### config.mk
export PLATFORM = sky130hd
export DESIGN_NAME = hbop_queue
export DESIGN_NICKNAME = d
export VERILOG_FILES = /design/src/hdl/hbop_pkg.sv /design/src/hdl/hbop_queue.sv
export SDC_FILE = /design/constraint.sdc
export NUM_CORES = 1
export LEC_CHECK = 0
export BUFFER_PORTS_ARGS = -buffer_cell sky130_fd_sc_hd__buf_4
export CAP_MARGIN = 40
export CORE_MARGIN = 4
export CORE_UTILIZATION = 45
export DETAILED_ROUTE_END_ITERATION = 10
export GPL_TIMING_DRIVEN = 0
export PLACE_DENSITY = 0.7
export SLEW_MARGIN = 10
export SYNTH_ARGS = -nofsm -noshare
export SYNTH_HDL_FRONTEND = slang
export SYNTH_SLANG_ARGS = --single-unit
### constraint.sdc
create_clock -name i_clk -period 2 [get_ports i_clk]
set_input_delay 0 -clock i_clk [delete_from_list [all_inputs] [get_ports i_clk]]
set_output_delay 0 -clock i_clk [all_outputs]
set_load 0.01 [all_outputs]
### src/hdl/hbop_pkg.sv
// Shared constants, codes and types of the hash bucket occupancy profiler.
`default_nettype none

package hbop_pkg;

    localparam int BUCKET_COUNT = 4177;
    localparam int MAX_CHAIN    = 64;
    localparam int DIGIT_BASE   = 10;

    localparam int FUNC_W  = 2;
    localparam int VAL_W   = 8;
    localparam int MODE_W  = 2;
    localparam int BKT_W   = $clog2(BUCKET_COUNT);
    localparam int LEN_W   = $clog2(MAX_CHAIN + 1);
    localparam int CNT_W   = $clog2(BUCKET_COUNT + 1);
    localparam int HIST_AW = $clog2(MAX_CHAIN + 1);

    localparam int VAL_MAX    = (1 << VAL_W) - 1;
    localparam int ACC_W      = $clog2((BUCKET_COUNT - 1) * DIGIT_BASE + VAL_MAX + 1);
    localparam int FOLD_STEPS = ((BUCKET_COUNT - 1) * DIGIT_BASE + VAL_MAX) / BUCKET_COUNT;

    localparam int CLEAR_LEN = (BUCKET_COUNT > MAX_CHAIN + 1) ? BUCKET_COUNT : MAX_CHAIN + 1;
    localparam int CLR_W     = $clog2(CLEAR_LEN);

    localparam int QUEUE_DEPTH = 2;
    localparam int QPTR_W      = $clog2(QUEUE_DEPTH);
    localparam int QCNT_W      = $clog2(QUEUE_DEPTH + 1);

    localparam logic ANS_COMMIT = 1'b0;
    localparam logic ANS_QUERY  = 1'b1;

    typedef enum logic [FUNC_W-1:0] {
        FN_NAME   = 2'd0,
        FN_DIGIT  = 2'd1,
        FN_COMMIT = 2'd2,
        FN_QUERY  = 2'd3
    } t_func;

    typedef enum logic [MODE_W-1:0] {
        MODE_PHONE = 2'd0,
        MODE_NAME  = 2'd1,
        MODE_SUM   = 2'd2
    } t_mode;

    typedef enum logic {
        F_RUN,
        F_FOLD
    } t_front_state;

    typedef enum logic [2:0] {
        B_CLR,
        B_IDLE,
        B_LEN,
        B_HIST1,
        B_HIST2,
        B_OUT
    } t_back_state;

    typedef struct packed {
        logic             is_query;
        logic [BKT_W-1:0] arg;
    } t_job;

    typedef struct packed {
        logic full;
        logic empty;
    } t_q_status;

    typedef struct packed {
        logic             answer_kind;
        logic [BKT_W-1:0] bucket_index;
        logic [LEN_W-1:0] new_chain_length;
        logic [CNT_W-1:0] buckets_with_length;
        logic [LEN_W-1:0] longest_chain;
        logic             table_empty;
        logic             length_saturated;
    } t_result;

endpackage

`default_nettype wire

### src/hdl/hbop_queue.sv
// Two-entry job queue between the front end and the back end.
`default_nettype none

module hbop_queue (
    input  wire logic             i_clk,
    input  wire logic             i_rst_n,
    input  wire logic             i_push,
    input  wire hbop_pkg::t_job   i_job,
    input  wire logic             i_pop,
    output hbop_pkg::t_job        o_head,
    output hbop_pkg::t_q_status   o_status
);

    hbop_pkg::t_job r_mem [hbop_pkg::QUEUE_DEPTH];
    logic [hbop_pkg::QPTR_W-1:0] r_wptr, r_rptr;
    logic [hbop_pkg::QCNT_W-1:0] r_count;

    assign o_head         = r_mem[r_rptr];
    assign o_status.full  = (r_count == hbop_pkg::QCNT_W'(hbop_pkg::QUEUE_DEPTH));
    assign o_status.empty = (r_count == '0);

    always_ff @(posedge i_clk) begin
        if (!i_rst_n) begin
            r_wptr  <= '0;
            r_rptr  <= '0;
            r_count <= '0;
        end else begin
            if (i_push) begin
                r_wptr <= r_wptr + 1'b1;
            end
            if (i_pop) begin
                r_rptr <= r_rptr + 1'b1;
            end
            if (i_push && !i_pop) begin
                r_count <= r_count + 1'b1;
            end else if (!i_push && i_pop) begin
                r_count <= r_count - 1'b1;
            end
        end
    end

    always_ff @(posedge i_clk) begin
        if (i_push) begin
            r_mem[r_wptr] <= i_job;
        end
    end

endmodule

`default_nettype wire

==> summary.md <==
| Metric | Value |
|---|---|
| Outcome | complete, no violations |
| RSZ-0062 raised after global routing | no |
| Arrival time worst endpoint | 1.49 ns |
| Async SR Flop Fraction | 0 |
| Placed instance area | 1510 um2 |
| Synth Flop Type | edfxtp_1 |
| Initial Util | 0.481 |
| Clk_lat worst skew | 0.32 ns |
| Crit path max fanout | 10 |
| Io pins | 34 |
| Fin cells | 151 |
| Worst VDD drop | 0.535 mV |
| Setup WS post-layout | 0.509 ns |
| Worst reg2reg startpoint | r_wptr |
| Post-synthesis register bit count | 33 |
| Leak pwr | 0.000668 uW |
| Die Ht | 60.2 um |
| Clock sink total | 33 |
| Worst Setup End Kind | output pin |
| Final hold vios | 0 |
| Post-route setup TNS | 0 ns |
| Syn Area/Cell | 18.8 um2 |
| Ys Warns | 0 |
| Most common cell in the netlist | edfxtp_1 |
| Grt ovf | 0 |
| Worst Setup Start Kind | flip-flop |
| H-tree depth | 2 |
| Root Buffer | clkbuf_4 |
| First-pass GRT wire length | 3.40 mm |
| Initial DRC count | 15 |
| Area delta synth->final | 39.7% |
| DRT Wirelength | 2.11 mm |
| Placer Congestion | 0.615 |
| Crit Path Category | flip-flop to output pin |
| Seq/Total Area, Yosys | 0.768 |
| DR vias | 718 |
| Post-synth top area cell | edfxtp_1 |
| Number of flops mapped to enable cells by yosys | 28 |
| Worst path required time | 2.00 ns |
| Fillcell total | 199 |
| Hold crit path type | input port to flip-flop |
| Port Buffers | 33 |
| DRC | 0 |
| PD cells | 795 nW/um2 |
| Synth cell count leaders | 28 x edfxtp_1, 14 x mux2_2, 5 x dfxtp_1, 4 x and2_1 |
| Row count | 18 |
| FMAX | 671 MHz |
| Pre-CTS setup slack | 0.674 ns |
| Mapped Cells | 65 |
| Fin crit period | 1.49 ns |
| Ratio of cells with drive above 1 in the final layout | 0.455 |
| CORE AREA | 2540 um2 |
| Antenna Nets Post-Route | 0 |
| Hold Crit Start | i_pop |
| Mapped cell area | 1220 um2 |
| All-Layer GR Usage | 0.140 |
| CTS clk-pin slew, worst paths | 0.09 ns |
| Clock buffer depth | 2 |
| Largest net degree at the start of global routing | 16 |
| Netlist cell types | 16 |
| Slew margin rel. | 0.498 |
| Vias in the first global route | 787 |
| Clock tree from TritonCTS | yes |
| Routed WL per cell | 14.0 um |
| Num CTS Buffers | 5 |
| Setup violators final | 0 |
| Slew @ Worst Pin | 0.750 ns |
| Syn_nets | 84 |
| Tot Pwr | 1360 uW |
| Placed Instances | 128 |
| Final nets | 139 |
| Final slew viol count | 0 |
| DIE WIDTH | 60.2 um |
| Synth area leaders | edfxtp_1 69%, mux2_2 13%, dfxtp_1 8.2% |
| Initial antenna violation count | 0 |
| Final period utilization | 0.745 |
| Via density | 4.75 |
| # resized after CTS | 0 |
| Pre-antenna DRT Iters | 4 |
| Fin area | 1710 um2 |
| Antenna Cells | 0 |
| Maxcap violations | 0 |
| Die area | 3620 um2 |
| Synth top area share | 0.686 |
| Worst Clk Skew | 0.00165 ns |
[stage by stage]
stage | utilization | hold WS, ns
2_1_floorplan | - | 0.0989
3_3_place_gp | 0.593 | 0.186
3_5_place_dp | 0.594 | 0.188
4_1_cts | 0.673 | 0.00349
5_1_grt | 0.673 | 0.00691
6_report | 0.673 | 0.0233
[cell usage in the layout (no fill, tap or decap), types with 2 or more instances in the layout]
cell            n
buf_4          34
edfxtp_1       28
dlygate4sd3_1  15
mux2_2         14
dfxtp_1         5
clkbuf_4        5
and2_1          4
clkbuf_1        3
xor2_1          2
[what timing repair did]
item,CTS,global route
setup buffers,0,0
endpoints found under the hold margin,33,0
hold buffers,15,0
[flip-flops by register name (all words and copies together) (netlist names), named ones only]
| register | cells |
|---|---|
| r_wptr | 1 |
| r_count | 2 |
| r_mem | 28 |
| r_rptr | 1 |
[worst paths after layout]
| kind | endpoint | slack [ns] | depth (start not counted) |
|---|---|---|---|
| max | o_head[2] | 0.51 | 3 |
| min | r_rptr | 0.02 | 3 |
| max reg2reg | r_mem[0][7] | 0.69 | 1 |
| min reg2reg | r_count[1] | 0.52 | 2 |
[cell type report]
cell class	count	area, um2	share of cell area
tap	30	37.5	0.0219
multi-input combinational	30	275	0.161
clock buffer	8	48.8	0.0285
sequential	33	941	0.550
timing repair buffer	48	398	0.232
buffer	1	7.51	0.00439
inverter	1	3.75	0.00219
[power breakdown]
group          internal, uW  switching [uW]
Sequential              790            17.9
Combinational           134            87.9
Clock                   140             191
[routing by layer]
metal	up-vias	wire length, um	track usage
li1	354	-	-
met1	339	741	0.126
met2	23	1190	0.245
met3	2	158	0.0691
met4	0	29	0.0854
met5	-	0	0
[critical path, cell delays in order (launching register included)]
cell     delay, ns
dfxtp_1       0.44
buf_4         0.23
mux2_2        0.35
buf_4         0.15
[kinds of logic after synthesis]
family | after synthesis | synth area share
compound gates | 3 | 0.0163
xor+xnor | 3 | 0.0215
fa+ha+maj | 1 | 0.0102
buf+inv | 2 | 0.00919
flops | 33 | 0.768
mux | 14 | 0.129
simple gates | 9 | 0.0460
Note: power is estimated with default switching activity, not from simulation.
