<file path="config.mk">
export PLATFORM = sky130hd
export DESIGN_NAME = hbop_front
export DESIGN_NICKNAME = d
export VERILOG_FILES = /design/src/hdl/hbop_pkg.sv /design/src/hdl/hbop_front.sv
export SDC_FILE = /design/constraint.sdc
export NUM_CORES = 1
export LEC_CHECK = 0
export BUFFER_PORTS_ARGS = -buffer_cell sky130_fd_sc_hd__buf_2
export CAP_MARGIN = 10
export CORE_ASPECT_RATIO = 0.9
export CORE_MARGIN = 2
export CORE_UTILIZATION = 39
export CTS_BUF_LIST = sky130_fd_sc_hd__clkbuf_4
export DETAILED_ROUTE_END_ITERATION = 16
export GPL_TIMING_DRIVEN = 0
export MAX_ROUTING_LAYER = met4
export SYNTH_ARGS = -nofsm -noshare
export SYNTH_HDL_FRONTEND = slang
export SYNTH_SLANG_ARGS = --single-unit
export TNS_END_PERCENT = 100
</file>
<file path="constraint.sdc">
create_clock -name i_clk -period 9.1 [get_ports i_clk]
set_clock_uncertainty 0.05 [all_clocks]
set_input_delay 1.82 -clock i_clk [delete_from_list [all_inputs] [get_ports i_clk]]
set_output_delay 1.82 -clock i_clk [all_outputs]
set_load 0.01 [all_outputs]
</file>
<file path="src/hdl/hbop_pkg.sv">
// Shared constants, codes and types of the hash bucket occupancy profiler.
`default_nettype none

package hbop_pkg;

    localparam int BUCKET_COUNT = 4177;
    localparam int MAX_CHAIN    = 64;
    localparam int DIGIT_BASE   = 10;

    localparam int FUNC_W  = 2;
    localparam int VAL_W   = 8;
    localparam int MODE_W  = 2;
    localparam int BKT_W   = $clog2(BUCKET_COUNT);
    localparam int LEN_W   = $clog2(MAX_CHAIN + 1);
    localparam int CNT_W   = $clog2(BUCKET_COUNT + 1);
    localparam int HIST_AW = $clog2(MAX_CHAIN + 1);

    localparam int VAL_MAX    = (1 << VAL_W) - 1;
    localparam int ACC_W      = $clog2((BUCKET_COUNT - 1) * DIGIT_BASE + VAL_MAX + 1);
    localparam int FOLD_STEPS = ((BUCKET_COUNT - 1) * DIGIT_BASE + VAL_MAX) / BUCKET_COUNT;

    localparam int CLEAR_LEN = (BUCKET_COUNT > MAX_CHAIN + 1) ? BUCKET_COUNT : MAX_CHAIN + 1;
    localparam int CLR_W     = $clog2(CLEAR_LEN);

    localparam int QUEUE_DEPTH = 2;
    localparam int QPTR_W      = $clog2(QUEUE_DEPTH);
    localparam int QCNT_W      = $clog2(QUEUE_DEPTH + 1);

    localparam logic ANS_COMMIT = 1'b0;
    localparam logic ANS_QUERY  = 1'b1;

    typedef enum logic [FUNC_W-1:0] {
        FN_NAME   = 2'd0,
        FN_DIGIT  = 2'd1,
        FN_COMMIT = 2'd2,
        FN_QUERY  = 2'd3
    } t_func;

    typedef enum logic [MODE_W-1:0] {
        MODE_PHONE = 2'd0,
        MODE_NAME  = 2'd1,
        MODE_SUM   = 2'd2
    } t_mode;

    typedef enum logic {
        F_RUN,
        F_FOLD
    } t_front_state;

    typedef enum logic [2:0] {
        B_CLR,
        B_IDLE,
        B_LEN,
        B_HIST1,
        B_HIST2,
        B_OUT
    } t_back_state;

    typedef struct packed {
        logic             is_query;
        logic [BKT_W-1:0] arg;
    } t_job;

    typedef struct packed {
        logic full;
        logic empty;
    } t_q_status;

    typedef struct packed {
        logic             answer_kind;
        logic [BKT_W-1:0] bucket_index;
        logic [LEN_W-1:0] new_chain_length;
        logic [CNT_W-1:0] buckets_with_length;
        logic [LEN_W-1:0] longest_chain;
        logic             table_empty;
        logic             length_saturated;
    } t_result;

endpackage

`default_nettype wire

</file>
<file path="src/hdl/hbop_front.sv">
// Front end: accepts input beats, folds the residues and queues commit and query jobs.
`default_nettype none

module hbop_front (
    input  wire logic                          i_clk,
    input  wire logic                          i_rst_n,
    input  wire logic                          i_cfg_we,
    input  wire logic [hbop_pkg::MODE_W-1:0]   i_cfg_data,
    input  wire logic                          i_valid,
    output logic                               o_ready,
    input  wire logic [hbop_pkg::FUNC_W-1:0]   i_func,
    input  wire logic [hbop_pkg::VAL_W-1:0]    i_value,
    input  wire logic                          i_hold,
    input  wire hbop_pkg::t_q_status           i_q_status,
    output logic                               o_push,
    output hbop_pkg::t_job                     o_job
);

    localparam int BKT_W = hbop_pkg::BKT_W;
    localparam int ACC_W = hbop_pkg::ACC_W;

    hbop_pkg::t_front_state r_state, n_state;
    logic [hbop_pkg::MODE_W-1:0] r_mode;
    logic [BKT_W-1:0] r_phone, n_phone;
    logic [BKT_W-1:0] r_name, n_name;
    logic [ACC_W-1:0] r_acc, n_acc;

    logic             accept;
    logic [BKT_W:0]   name_sum;
    logic [BKT_W-1:0] name_red;
    logic [BKT_W:0]   pn_sum;
    logic [BKT_W-1:0] pn_red;
    logic [BKT_W-1:0] bucket;
    logic [ACC_W-1:0] fold_sub;

    assign o_ready = (r_state == hbop_pkg::F_RUN) && !i_hold && !i_q_status.full;
    assign accept  = i_valid && o_ready;

    always_comb begin
        name_sum = (BKT_W+1)'(r_name) + (BKT_W+1)'(i_value);
        if (name_sum >= (BKT_W+1)'(hbop_pkg::BUCKET_COUNT)) begin
            name_red = BKT_W'(name_sum - (BKT_W+1)'(hbop_pkg::BUCKET_COUNT));
        end else begin
            name_red = BKT_W'(name_sum);
        end
        pn_sum = (BKT_W+1)'(r_phone) + (BKT_W+1)'(r_name);
        if (pn_sum >= (BKT_W+1)'(hbop_pkg::BUCKET_COUNT)) begin
            pn_red = BKT_W'(pn_sum - (BKT_W+1)'(hbop_pkg::BUCKET_COUNT));
        end else begin
            pn_red = BKT_W'(pn_sum);
        end
        unique case (hbop_pkg::t_mode'(r_mode))
            hbop_pkg::MODE_PHONE: bucket = r_phone;
            hbop_pkg::MODE_NAME:  bucket = r_name;
            default:              bucket = pn_red;
        endcase
    end

    always_comb begin
        fold_sub = '0;
        for (int k = 1; k <= hbop_pkg::FOLD_STEPS; k++) begin
            if (r_acc >= ACC_W'(k * hbop_pkg::BUCKET_COUNT)) begin
                fold_sub = ACC_W'(k * hbop_pkg::BUCKET_COUNT);
            end
        end
    end

    always_comb begin
        n_state = r_state;
        n_phone = r_phone;
        n_name  = r_name;
        n_acc   = r_acc;
        o_push  = 1'b0;
        o_job   = '0;
        unique case (r_state)
            hbop_pkg::F_RUN: begin
                if (accept) begin
                    unique case (hbop_pkg::t_func'(i_func))
                        hbop_pkg::FN_NAME: begin
                            n_name = name_red;
                        end
                        hbop_pkg::FN_DIGIT: begin
                            n_acc   = (ACC_W'(r_phone) << 3) + (ACC_W'(r_phone) << 1)
                                      + ACC_W'(i_value);
                            n_state = hbop_pkg::F_FOLD;
                        end
                        hbop_pkg::FN_COMMIT: begin
                            o_push         = 1'b1;
                            o_job.is_query = 1'b0;
                            o_job.arg      = bucket;
                            n_phone        = '0;
                            n_name         = '0;
                        end
                        hbop_pkg::FN_QUERY: begin
                            o_push         = 1'b1;
                            o_job.is_query = 1'b1;
                            o_job.arg      = BKT_W'(i_value);
                        end
                    endcase
                end
            end
            hbop_pkg::F_FOLD: begin
                n_phone = BKT_W'(r_acc - fold_sub);
                n_state = hbop_pkg::F_RUN;
            end
        endcase
    end

    always_ff @(posedge i_clk) begin
        if (!i_rst_n) begin
            r_state <= hbop_pkg::F_RUN;
            r_mode  <= '0;
            r_phone <= '0;
            r_name  <= '0;
        end else begin
            r_state <= n_state;
            r_phone <= n_phone;
            r_name  <= n_name;
            if (i_cfg_we) begin
                r_mode <= i_cfg_data;
            end
        end
    end

    always_ff @(posedge i_clk) begin
        r_acc <= n_acc;
    end

endmodule

`default_nettype wire

</file>
==> run metrics, run 1 <==
synthesized-area fraction occupied by adder cells 0.168; Max-cap violations 0; required time worst endpoint between 7 and 8 ns; Slew @ Worst Pin 0.721 ns; Post-CTS Setup Bufs 0; Clock transition at path regs approximately 0.13 ns; Synth Net Count between 700 and 800; WL/cell around 16 um; Final Util 0.437; CORE AREA roughly 13,000 um2; hold_buf cts 0; Finished Layout Cells around 900; Arr. time, crit path ~4.2 ns; Sequential Power Share 0.519; Max Fclk 165 MHz; Pwr Density between 70 and 80 nW/um2; Nets around 790; Hold Startpoint r_name[3]$_SDFFE_PN0P_; # rows 40; Post-Route WL 14.0 mm; latest clock arrival within the worst-skew pair approximately 0.36 ns; largest family of logic cells by synthesized area compound AO/OA/AOI/OAI gates; Final Hold Fails 0; routed via count around 5,000; area grow syn2layout 8.81%; post-route ant nets 0; Setup WS pre-CTS ~3.5 ns; Vias/cell 5.76; vias in the first global route 4,876; share of cells above drive strength 1 0.100; initial DRC count 240; port bufs 33; Post-Synthesis Cell Area about 5400 um2; # setup viols final 0; #FFs+latches synth 45; CTS Sinks 45; Root Buffer Master clkbuf_4; mux contribution to synthesized area 0.0419; Worst Reg-to-Reg Cells 20; DIE AREA around 15,000 um2; global-route wire length before repair between 20 and 25 mm; Slew headroom 0.520; mean post-synth cell area approximately 8 um2; gpl congestion approximately 0.86; Hold WC Path Type flop to flop; hold path cells 2; Leak Pwr about 2.5 nW; Comb pwr share 0.169; fraction of registers with async set/reset 0; synth warn 0; Setup Crit Path Kind flop to primary output; hpwl dp roughly 11 mm; Die W 128 um; Final Max Slew Viols 0; Inst Count DP ~870; grt ovf 0; fillcell total around 1,300; crit path max fanout 10; Clock power frac 0.311; DIE HEIGHT around 120 um; fin crit share 0.664; CTS buffer count 5; Initial DRT Pass Iterations 6; FF-to-FF End r_phone[11]$_SDFFE_PN0P_; post-synthesis simple-gate area fraction 0.207; initial antenna violation count 0; Clock Path Buffers 2; Hold Path End r_name[3]$_SDFFE_PN0P_; NetSw between 0.1 and 0.15 mW; RSZ-0062 raised after global routing false; compound-cell area share of the yosys netlist 0.254; Most used DFF post-synth dfxtp_1; launch point of the worst reg-to-reg path r_acc[4]$_DFFE_PP_; initial core utilization 0.401; outcome completed; Final TNS setup 0 ns; Synth Area in XOR/XNOR 0.0911; drt drc 0; Synth Instances approximately 670; largest net degree at the start of global routing 15; EDFF count, synth 16; Critical Path Source Type flop; Synth cell types 70; PostCTS Resize Cnt 0; Seq/Total Area, Yosys 0.197; reg2reg setup slack approximately 4.4 ns; CTS tree yes; Worst VDD drop ~0.00006 V; Sw Ratio 0.272; htree depth 2; Crit. End Element primary output; Post-DP Area 5770 um2; Top Ports 35; Layout Cell Area excl Fill roughly 6000 um2; setup ws final between 3 and 4 ns; min Tclk post-route 6.04 ns; gr usage total 0.197; Pint around 0.3 mW
cells in the final DEF (no fill, tap or decap), types with 5 or more instances in the layout:
cell      instances
ha_1             58
nor2_1           57
a21oi_1          44
nand2_1          43
o21ai_0          39
xnor2_1          37
buf_2            34
dfxtp_1          29
inv_1            28
clkbuf_1         25
a21o_1           21
nand3_1          20
nor3_1           20
xor2_1           19
mux2i_1          18
edfxtp_1         16
nor2b_1          15
o21a_1           14
and3_1           13
or2_2            10
a31oi_1           9
nand4_1           9
fa_1              9
a211oi_1          8
o21bai_1          7
o21ai_1           7
or3_1             6
nand2b_1          6
clkbuf_4          6
o22ai_1           5
metrics by stage:
step | total power, mW | hold slack (ns)
after floorplan | 0.265 | 0.408
after CTS | 0.412 | 0.477
final | 0.410 | 0.474
after global routing | 0.430 | 0.488
after detailed placement | 0.287 | 0.459
after global placement | 0.284 | 0.455
layout make-up:
type | count | area [um2] | area share
multi-input combinational | 564 | 4110 | 0.702
sequential | 45 | 1060 | 0.181
clock inverter | 2 | 35.0 | 0.00598
buffer | 29 | 110 | 0.0188
tap | 168 | 210 | 0.0359
antenna | 1 | 2.50 | 0.000427
timing repair buffer | 34 | 176 | 0.0301
inverter | 28 | 105 | 0.0179
clock buffer | 6 | 45.0 | 0.00769
Yosys cell counts (10+ instances only):
cell	number	area, um2
ha_1	58	726
nor2_1	57	214
a21oi_1	44	220
nand2_1	43	161
o21ai_0	39	195
xnor2_1	37	324
dfxtp_1	29	581
inv_1	28	105
clkbuf_1	25	93.8
a21o_1	21	158
nand3_1	20	100
nor3_1	20	100
xor2_1	19	166
mux2i_1	18	180
edfxtp_1	16	480
nor2b_1	15	93.8
o21a_1	14	105
and3_1	13	81.3
or2_2	10	62.6
worst max path at each step:
stage                                       start        to  slack, ns  depth (start not counted)
final                     r_phone[4]$_SDFFE_PN0P_  o_job[6]       3.06                         14
after CTS                 r_phone[4]$_SDFFE_PN0P_  o_job[7]       3.11                         14
after floorplan                            i_hold  o_job[1]       3.92                          7
after global routing      r_phone[4]$_SDFFE_PN0P_  o_job[7]       2.92                         14
after detailed placement                   i_hold  o_job[6]       3.49                          9
after global placement                     i_hold  o_job[6]       3.54                          9
power groups by stage:
stage	Clock (mW)	Sequential, mW	Combinational, mW
final	0.128	0.213	0.0695
after global routing	0.139	0.213	0.0773
after CTS	0.129	0.213	0.0695
after detailed placement	0	0.217	0.0691
after global placement	0	0.217	0.0670
after floorplan	0	0.216	0.0484
critical path: stages (launching register included):
cell and delay [ns]:
dfxtp_1 0.51, ha_1 0.28, clkbuf_1 0.18, a2111oi_2 0.42, o21ai_1 0.18, nand2_1 0.14, xor2_1 0.13, a311oi_2 0.39
nor3b_2 0.13, a41oi_1 0.39, buf_2 0.30, nand2_1 0.10, xor2_1 0.14, o21ai_0 0.30, buf_2 0.20
flip-flops by register name (all words and copies together), names as in the netlist:
signal,cells
r_acc,16
r_name,13
r_phone,13
r_mode,2
r_state,1
layer usage:
layer  wire length (um)  share of wire  vias up  GRT usage
li1                   -              -     2531          -
met1               6540           0.47     2400      0.237
met2               6860           0.49       99      0.358
met3                291          0.021       23     0.0162
met4                273          0.020        0     0.0513
met5                  0              0        -          -
logic make-up (layout without fill, tap and decap cells):
logic type	Yosys count	in the layout
muxes	22	22
adders and majority gates	67	67
AOI/OAI and AO/OA	199	199
and+or+nand+nor	220	220
other	0	1
xor gates and xnor gates	56	56
buffers and inverters	57	99
DFF	45	45
No activity file was read; power rests on OpenSTA's default activity.
==> run 2, diff against run 1 <==
==> constraint.sdc (replaced) <==
create_clock -name i_clk -period 5 [get_ports i_clk]
set_clock_uncertainty 0.05 [all_clocks]
set_input_delay 1 -clock i_clk [delete_from_list [all_inputs] [get_ports i_clk]]
set_output_delay 1 -clock i_clk [all_outputs]
set_load 0.01 [all_outputs]
==> run 2 against run 1 <==
Worst setup slack lost 2.9 ns. First-iteration DRC count is 19% lower. Die area stayed put. Global-route usage about the same. Sequential share of layout area decreased by 0.19 points. Via count about the same. Count of clock-buffer cells in the layout is the same. Critical path type unchanged.
==> run metrics, run 2 (synthesis results as in run 1) <==
DIE HEIGHT between 100 and 150 um; initial core utilization 0.401; Hold WS 0.473 ns; Critical Path Source Type flop; vias in the first global route 4,886; hold path cells 2; Largest register FFs 16; FF-to-FF End r_phone[11]$_SDFFE_PN0P_; latest clock arrival within the worst-skew pair about 0.37 ns; # setup viols final 0; launch point of the worst reg-to-reg path r_acc[4]$_DFFE_PP_; htree depth 2; initial antenna violation count 0; gpl congestion around 0.86; Inst Count DP roughly 870; port bufs 33; Root Buffer Master clkbuf_4; share of cells above drive strength 1 0.119; Worst VDD drop around 0.00011 V; Setup WS pre-CTS about 0.24 ns; Arr. time, crit path ~3.8 ns; Slew headroom 0.518; most frequent cells in the layout nor2_1 (57), ha_1 (57), a21oi_1 (43), nand2_1 (43), o21ai_0 (37); Finished Layout Cells 875; Layout Cell Area excl Fill 5930 um2; Slew @ Worst Pin slightly above 0.7 ns; Hold Path End r_name[3]$_SDFFE_PN0P_; hpwl dp 11.5 mm; outcome completed; Leak Pwr about 2.5 nW; post-route ant nets 0; hold_buf cts 0; Hold WC Path Type flop to flop; Pwr Density 126 nW/um2; Die W approximately 130 um; Nets 791; Setup Crit Path Kind flop to primary output; Top Ports 35; fillcell total approximately 1,300; RSZ-0062 raised after global routing false; drt drc 0; biggest regs r_acc (16), r_name (13), r_phone (13); Max Fclk just over 200 MHz; grt ovf 0; Biggest register r_acc; routed via count about 5,000; CORE AREA 13,400 um2; Post-Route WL 14.0 mm; CTS Sinks 45; Clock Path Buffers 2; Crit. End Element primary output; reg2reg setup slack 0.40 ns; largest net degree at the start of global routing 15; Worst Reg-to-Reg Cells 20; crit path max fanout 10; CTS buffer count 5; setup ws final 0.116 ns; Final Max Slew Viols 0; min Tclk post-route 4.88 ns; Vias/cell just under 6; required time worst endpoint about 4.0 ns; WL/cell roughly 16 um; Initial DRT Pass Iterations 7; CTS tree yes; Max-cap violations 0; Hold Startpoint r_name[3]$_SDFFE_PN0P_; area grow syn2layout 10.3%; gr usage total 0.197; DIE AREA ~15,000 um2; Final TNS setup 0 ns; Clock transition at path regs between 0.1 and 0.15 ns; Post-DP Area around 5800 um2; fin crit share 0.977; Final Hold Fails 0; initial DRC count ~190; global-route wire length before repair about 23 mm; # rows 40
-- run 2: final cells by class --
| cell class | count | area, um2 | area share |
|---|---|---|---|
| clock inverters | 2 | 35.0 | 0.00590 |
| clock buffers | 6 | 45.0 | 0.00759 |
| repair buffers | 35 | 184 | 0.0310 |
| plain buffers | 26 | 101 | 0.0171 |
| diodes | 1 | 2.50 | 0.000422 |
| inverters | 28 | 105 | 0.0177 |
| multi-input cells | 564 | 4190 | 0.706 |
| well taps | 168 | 210 | 0.0354 |
| flip-flops and latches | 45 | 1060 | 0.179 |
-- run 2: through the flow --
| stage | utilization | power [mW] |
|---|---|---|
| 3_5_place_dp | 0.430 | 0.522 |
| 2_1_floorplan | - | 0.482 |
| 4_1_cts | 0.438 | 0.750 |
| 3_3_place_gp | 0.429 | 0.518 |
| 5_1_grt | 0.442 | 0.785 |
| 6_report | 0.442 | 0.749 |
-- run 2: how the worst max path moves through the flow --
stage	end	cells past startpoint	slack [ns]	startpoint
floorplan	r_phone[12]$_SDFFE_PN0P_	21	0.87	r_acc[2]$_DFFE_PP_
global placement	o_job[7]	14	0.34	r_phone[4]$_SDFFE_PN0P_
CTS	o_job[7]	14	0.02	r_phone[0]$_SDFFE_PN0P_
finish	o_job[7]	14	0.12	r_phone[4]$_SDFFE_PN0P_
detailed placement	o_job[7]	14	0.24	r_phone[4]$_SDFFE_PN0P_
global route	o_job[7]	14	0.005	r_phone[4]$_SDFFE_PN0P_
-- run 2: where the power goes --
part | leakage [nW] | internal [mW] | total, mW | switching (mW)
registers | 0.382 | 0.382 | 0.388 | 0.00545
logic | 2.07 | 0.0518 | 0.128 | 0.0762
clock network | 0.0457 | 0.110 | 0.233 | 0.122
-- run 2: what timing repair did --
action / CTS / global route
resized for setup: 5 / 14
cloned: 0 / 0
buffers inserted: 0 / 1
pin swaps: 1 / 1
endpoints found under the hold margin: 0 / 0
setup endpoints to repair: 7 / 14
-- run 2: critical path: stages (launching register included) --
cell,delay [ns]
dfxtp_2,0.39
ha_1,0.29
clkbuf_1,0.18
a2111oi_2,0.41
o21ai_1,0.18
nor4bb_1,0.18
o21a_1,0.21
a311oi_4,0.30
nor3b_4,0.09
a41oi_2,0.28
buf_4,0.23
nand2_1,0.13
xnor2_1,0.17
o21ai_1,0.24
buf_2,0.18
-- run 2: routing by layer --
metal	up-vias	GRT usage	routed length, um
met5	-	-	0
met4	0	0.0513	273
met3	21	0.0162	276
met2	78	0.359	6980
met1	2420	0.237	6470
li1	2530	-	-
